$ cat src/design/vdbw_isqrt.sv
// ----------------------------------------------------------------------------
// Pipelined integer square root
// Floor square root of several lanes, one result bit per stage, with a
// side payload and a valid bit that travel alongside.
// ----------------------------------------------------------------------------
module vdbw_isqrt #(
	parameter int IN_W = 42,
	parameter int LANES = 1,
	parameter int SIDE_W = 1
) (
	input  logic                 clk,
	input  logic                 arst_n,
	input  logic                 en,
	input  logic                 in_vld,
	input  logic [IN_W-1:0]      rad [LANES],
	input  logic [SIDE_W-1:0]    side_in,
	output logic                 out_vld,
	output logic [IN_W/2-1:0]    root [LANES],
	output logic [SIDE_W-1:0]    side_out
);

	localparam int R = IN_W / 2;

	logic [R+1:0]      rem_q  [R][LANES];
	logic [R-1:0]      root_q [R][LANES];
	logic [IN_W-1:0]   bits_q [R][LANES];
	logic [SIDE_W-1:0] side_q [R];
	logic [R-1:0]      vld_q;

	for (genvar k = 0; k < R; k++) begin : g_stage
		logic [R+1:0]      rem_p  [LANES];
		logic [R-1:0]      root_p [LANES];
		logic [IN_W-1:0]   bits_p [LANES];
		logic [SIDE_W-1:0] side_p;
		logic              vld_p;
		logic [R+3:0]      cand   [LANES];
		logic [R+3:0]      trial  [LANES];
		logic [R+1:0]      rem_n  [LANES];
		logic [R-1:0]      root_n [LANES];
		logic [IN_W-1:0]   bits_n [LANES];

		if (k == 0) begin : g_first
			always_comb begin
				for (int l = 0; l < LANES; l++) begin
					rem_p[l] = '0;
					root_p[l] = '0;
					bits_p[l] = rad[l];
				end
			end
			assign side_p = side_in;
			assign vld_p = in_vld;
		end else begin : g_next
			assign rem_p = rem_q[k-1];
			assign root_p = root_q[k-1];
			assign bits_p = bits_q[k-1];
			assign side_p = side_q[k-1];
			assign vld_p = vld_q[k-1];
		end

		always_comb begin
			for (int l = 0; l < LANES; l++) begin
				cand[l] = {rem_p[l], bits_p[l][IN_W-1 -: 2]};
				trial[l] = {2'b00, root_p[l], 2'b01};
				bits_n[l] = {bits_p[l][IN_W-3:0], 2'b00};
				if (cand[l] >= trial[l]) begin
					rem_n[l] = (R+2)'(cand[l] - trial[l]);
					root_n[l] = {root_p[l][R-2:0], 1'b1};
				end else begin
					rem_n[l] = (R+2)'(cand[l]);
					root_n[l] = {root_p[l][R-2:0], 1'b0};
				end
			end
		end

		always_ff @(posedge clk) begin
			if (en) begin
				rem_q[k] <= rem_n;
				root_q[k] <= root_n;
				bits_q[k] <= bits_n;
				side_q[k] <= side_p;
			end
		end

		always_ff @(posedge clk or negedge arst_n) begin
			if (!arst_n) begin
				vld_q[k] <= 1'b0;
			end else if (en) begin
				vld_q[k] <= vld_p;
			end
		end
	end

	assign root = root_q[R-1];
	assign side_out = side_q[R-1];
	assign out_vld = vld_q[R-1];

endmodule

$ cat config.mk
export PLATFORM = sky130hd
export DESIGN_NAME = vdbw_isqrt
export DESIGN_NICKNAME = d
export VERILOG_FILES = /design/src/design/vdbw_isqrt.sv
export SDC_FILE = /design/constraint.sdc
export NUM_CORES = 2
export LEC_CHECK = 0
export ABC_AREA = 1
export BUFFER_PORTS_ARGS = -buffer_cell sky130_fd_sc_hd__buf_4
export CAP_MARGIN = 20
export CELL_PAD_IN_SITES_DETAIL_PLACEMENT = 1
export CELL_PAD_IN_SITES_GLOBAL_PLACEMENT = 1
export CORE_MARGIN = 4
export CORE_UTILIZATION = 45
export CTS_CLUSTER_SIZE = 25
export DETAILED_ROUTE_END_ITERATION = 6
export PLACE_DENSITY = 0.83
export SLEW_MARGIN = 15
export SYNTH_ARGS = -nofsm -noshare
export SYNTH_HDL_FRONTEND = slang
export SYNTH_SLANG_ARGS = --single-unit
$ cat constraint.sdc
create_clock -name clk -period 2.81 [get_ports clk]
set_clock_uncertainty 0.05 [all_clocks]
set_input_delay 0.562 -clock clk [delete_from_list [all_inputs] [get_ports clk]]
set_output_delay 0.562 -clock clk [all_outputs]
set_load 0.005 [all_outputs]
==> qor.log <==
[outcome] run status finished clean
[sta] Worst slew margin 49.3%
[drt] via count normalized by instance count 5.24
[floorplanning] total number of placement rows 133
[synthesis] most used flip-flop cell after synthesis sky130_fd_sc_hd__edfxtp_1
[placed_design] cell count after placement 8616
[worst_setup_path] total buffers and inverters traversed by the critical path 1
[finish] most frequent standard cell in the layout excluding fill and tap cells sky130_fd_sc_hd__nand2_1
[clocking] clock network latency to the later pin of the worst-skew pair 0.79 ns
[worst_setup_path] Slowest Stage Delay on Critical Path 0.44 ns
[synthesis] proportion of netlist area held by the largest area contributor 55.0%
[finish] # nets final 7342
[synthesis] Net Count, Synth 7058
[min_path] Hold Path Class input port to async pin
[global_route] largest net degree at the start of global routing 90
[worst_setup_path] top cell family by delay on the critical path simple AND/OR/NAND/NOR gates
[power] leak pwr 0.0307 uW
[drt] Total Wirelength 174 mm
[clocking] clock-pin slew reported for the worst setup and hold paths after clock tree synthesis 0.06 ns
[global_route] number of antenna violations at the first check in global routing 1
[floorplanning] DIE HEIGHT 374 um
[worst_setup_path] Crit-path slowest cell sky130_fd_sc_hd__edfxtp_1
[placed_design] Final Wtd Congestion 0.921
[finish] final instance count without filler cells 8901
[floorplanning] Core Region 0.132 mm^2
[synthesis] count of distinct cell types in the synthesized netlist 51
[drt] number of vias in the routed layout 46700
[clocking] H-Tree Level Count 4
[floorplanning] width of the chip 374 um
[sta] pins over their slew limit 0
[synthesis] post-synthesis average cell area 8.91 um^2
[global_route] number of global-route vias before repair 49400
[finish] Layout area overhead 13.5%
[finish] commonest cells after routing, fill and taps aside sky130_fd_sc_hd__nand2_1 (2260), sky130_fd_sc_hd__inv_1 (1149), sky130_fd_sc_hd__edfxtp_1 (1103), sky130_fd_sc_hd__nor2_1 (617), sky130_fd_sc_hd__nand3_1 (367)
[global_route] Total Routing Usage GR 24.7%
[synthesis] post-synthesis cell type with the largest combined area sky130_fd_sc_hd__edfxtp_1
[floorplanning] area of the die 0.140 mm^2
[synthesis] share of flip-flops with an asynchronous set or reset 1.87%
[job] max-cap check violation count 0
[drt] per-cell routed wire length 19.6 um
[finish] post-route standard cell area excluding fillers 0.0683 mm^2
[drt] iteration count of the initial detailed-routing pass 6
[worst_setup_path] Max FO, Critical Path 11
[drt] first-iteration detailed-routing DRC count 3275
[sta] upper clock frequency limit 0.368 GHz
[sta] final setup violation count 0
[finish] ANT cells 0
[synthesis] portion of the post-synthesis area used by sequential elements 55.9%
[finish] layout cells sized above 1 6.37%
[sta] shortest clock period the worst path allows after layout 2.71 ns
[clocking] TritonCTS clock tree built
[worst_setup_path] CP Capture Type flip-flop
[power] overall power after layout 48400 uW
[floorplanning] effective utilization at floorplan 45.5%
[clocking] clock tree root buffer cell sky130_fd_sc_hd__clkbuf_16
[sta] RSZ-0062 raised after global routing yes
[sta] transition at the pin with the smallest max-transition slack 0.753 ns
[synthesis] synthesized cell area 0.0602 mm^2
[placed_design] DP HPWL 132 mm
[worst_setup_path] arrival time of the worst setup path 3.16 ns
[global_route] Congestion Overflow GR 0
[synthesis] cell types occupying the most area after synthesis sky130_fd_sc_hd__edfxtp_1 (55%), sky130_fd_sc_hd__nand2_1 (14%), sky130_fd_sc_hd__inv_1 (7.2%), sky130_fd_sc_hd__ha_1 (5.3%), sky130_fd_sc_hd__nor2_1 (3.8%)
[worst_setup_path] worst path cell trace ha_1, nand2_1, nor2_1, nand3_1, nand3_2, nand2_1, nand2_1, buf_4, nand3_1, nand2_1, nand2_1
[power] total power divided by cell area 708 mW/mm^2
[synthesis] synthesized netlist cell count 6758
[sta] number of failing hold endpoints at the final stage 0
[worst_setup_path] endpoint required time on the critical path 3.25 ns
[worst_setup_path] Most Frequent Cell on Critical Path sky130_fd_sc_hd__nand2_1
[clocking] TritonCTS buffer count 130
[clocking] sinks on the clock net 1124
[clocking] maximum number of buffers from clock root to sink 3
[drt] number of nets with antenna violations after detailed routing 0
[worst_setup_path] Critical Path Start Type flip-flop
[worst_setup_path] kind of critical path flip-flop to flip-flop
[power] largest vdd supply drop 612 uV
[sta] final period utilization 96.6%
[placed_design] placed inst area 0.0635 mm^2
[synthesis] Yosys reg bits 1124
[synthesis] number of enable flip-flop cells after synthesis 1103
[floorplanning] count of boundary I/O pins 70
[global_route] global-route wire length before repair 275 mm
[drt] DRC Markers 0
[synthesis] warnings from Yosys 0
[placed_design] number of input and output port buffers inserted 69
-- through the flow --
step | hold slack, ns | util, % | worst slack (ns) | TNS [ns]
6_report | 0.137 | 51.6 | 0.0959 | 0
5_1_grt | 0.145 | 51.6 | -0.0113 | -0.0158
4_1_cts | 0.0901 | 51.6 | 0.0454 | 0
3_5_place_dp | 0.355 | 48.0 | -0.0142 | -0.0142
3_3_place_gp | 0.351 | 48.0 | 0.0907 | 0
2_1_floorplan | 0.216 | - | 0.770 | 0
-- registers in the layout (all words and copies together), names as in the netlist --
signal,cells
bits_q,420
g_stage.vld_p,20
out_vld,1
rem_q,431
root_q,231
side_q,21
-- area by class of cell --
| class | count | area (um^2) |
|---|---|---|
| Fill cell | 15300 | 64000 |
| Sequential cell | 1124 | 33600 |
| Multi-Input combinational cell | 4418 | 21800 |
| Inverter | 1162 | 4370 |
| Clock buffer | 154 | 3380 |
| Tap cell | 1755 | 2200 |
| Timing Repair Buffer | 206 | 1990 |
| Clock inverter | 82 | 971 |
-- repair_timing --
| action | 4_1_cts | 5_1_grt |
|---|---|---|
| cloned | 1 | 1 |
| hold endpoints to repair | 66 | 0 |
| hold buffers | 46 | 0 |
| gates resized for setup | 0 | 7 |
| buffers inserted | 0 | 1 |
| pin swaps | 1 | 2 |
| endpoints found under the setup margin | 2 | 34 |
-- where the power goes --
part / switching [uW] / internal [uW]
logic: 6260 / 3060
registers: 1280 / 20500
clock network: 7340 / 9910
-- worst reg2reg max path, cell delays in order (launching register included) --
cell and delay, ns:
sky130_fd_sc_hd__edfxtp_1 0.44, sky130_fd_sc_hd__ha_1 0.39, sky130_fd_sc_hd__nand2_1 0.15, sky130_fd_sc_hd__nor2_1 0.28, sky130_fd_sc_hd__nand3_1 0.15, sky130_fd_sc_hd__nand3_2 0.16, sky130_fd_sc_hd__nand2_1 0.11, sky130_fd_sc_hd__nand2_1 0.14
sky130_fd_sc_hd__buf_4 0.24, sky130_fd_sc_hd__nand3_1 0.10, sky130_fd_sc_hd__nand2_1 0.09, sky130_fd_sc_hd__nand2_1 0.12
-- cell usage after synthesis, types with 16 or more instances --
master / instances
sky130_fd_sc_hd__nand2_1: 2260
sky130_fd_sc_hd__ha_1: 253
sky130_fd_sc_hd__buf_6: 23
sky130_fd_sc_hd__a21oi_1: 242
sky130_fd_sc_hd__edfxtp_1: 1103
sky130_fd_sc_hd__nand3b_1: 71
sky130_fd_sc_hd__inv_1: 1149
sky130_fd_sc_hd__xnor2_1: 65
sky130_fd_sc_hd__nor2_1: 617
sky130_fd_sc_hd__nand2_2: 16
sky130_fd_sc_hd__o21ai_1: 27
sky130_fd_sc_hd__nand4_1: 105
sky130_fd_sc_hd__o21ai_0: 125
sky130_fd_sc_hd__nand3_1: 367
sky130_fd_sc_hd__dfrtp_1: 21
sky130_fd_sc_hd__nor3_1: 44
sky130_fd_sc_hd__xor2_1: 109
-- worst paths after layout --
check	cells after the start	from	to	slack, ns
setup / recovery	11	rem_q[2][5]	rem_q[2][41]	0.1
hold / removal	2	arst_n	g_stage[18].vld_p	0.14
setup reg to reg	11	rem_q[2][5]	rem_q[2][41]	0.1
hold reg to reg	0	bits_q[2][75]	bits_q[2][117]	0.34
max in group asynchronous	2	arst_n	g_stage[12].vld_p	2.34
min in group clk	1	en	bits_q[0][4]	0.17
-- cells by family (layout without fill, tap and decap cells) --
kind of cell	count (synthesis)	count (layout)	share of synthesized area (%)
AND/OR/NAND/NOR	3554	3556	24.5
buffers and inverters	1218	1604	8.02
flip-flops	1124	1124	55.9
AO/OA/AOI/OAI	433	433	3.82
adder cells (fa/ha/maj)	253	253	5.26
XOR/XNOR	174	174	2.53
other	1	1	0.00623
multiplexers	1	1	0.0187
-- layer usage --
| metal | share of wire [%] | vias up | global-route usage, % |
|---|---|---|---|
| li1 | - | 22400 | - |
| met1 | 43 | 22700 | 31.8 |
| met2 | 49 | 1160 | 42.8 |
| met3 | 4.2 | 373 | 3.06 |
| met4 | 3.7 | 0 | 9.35 |
| met5 | 0 | - | 0 |
Power figures use the tool's default switching activity.
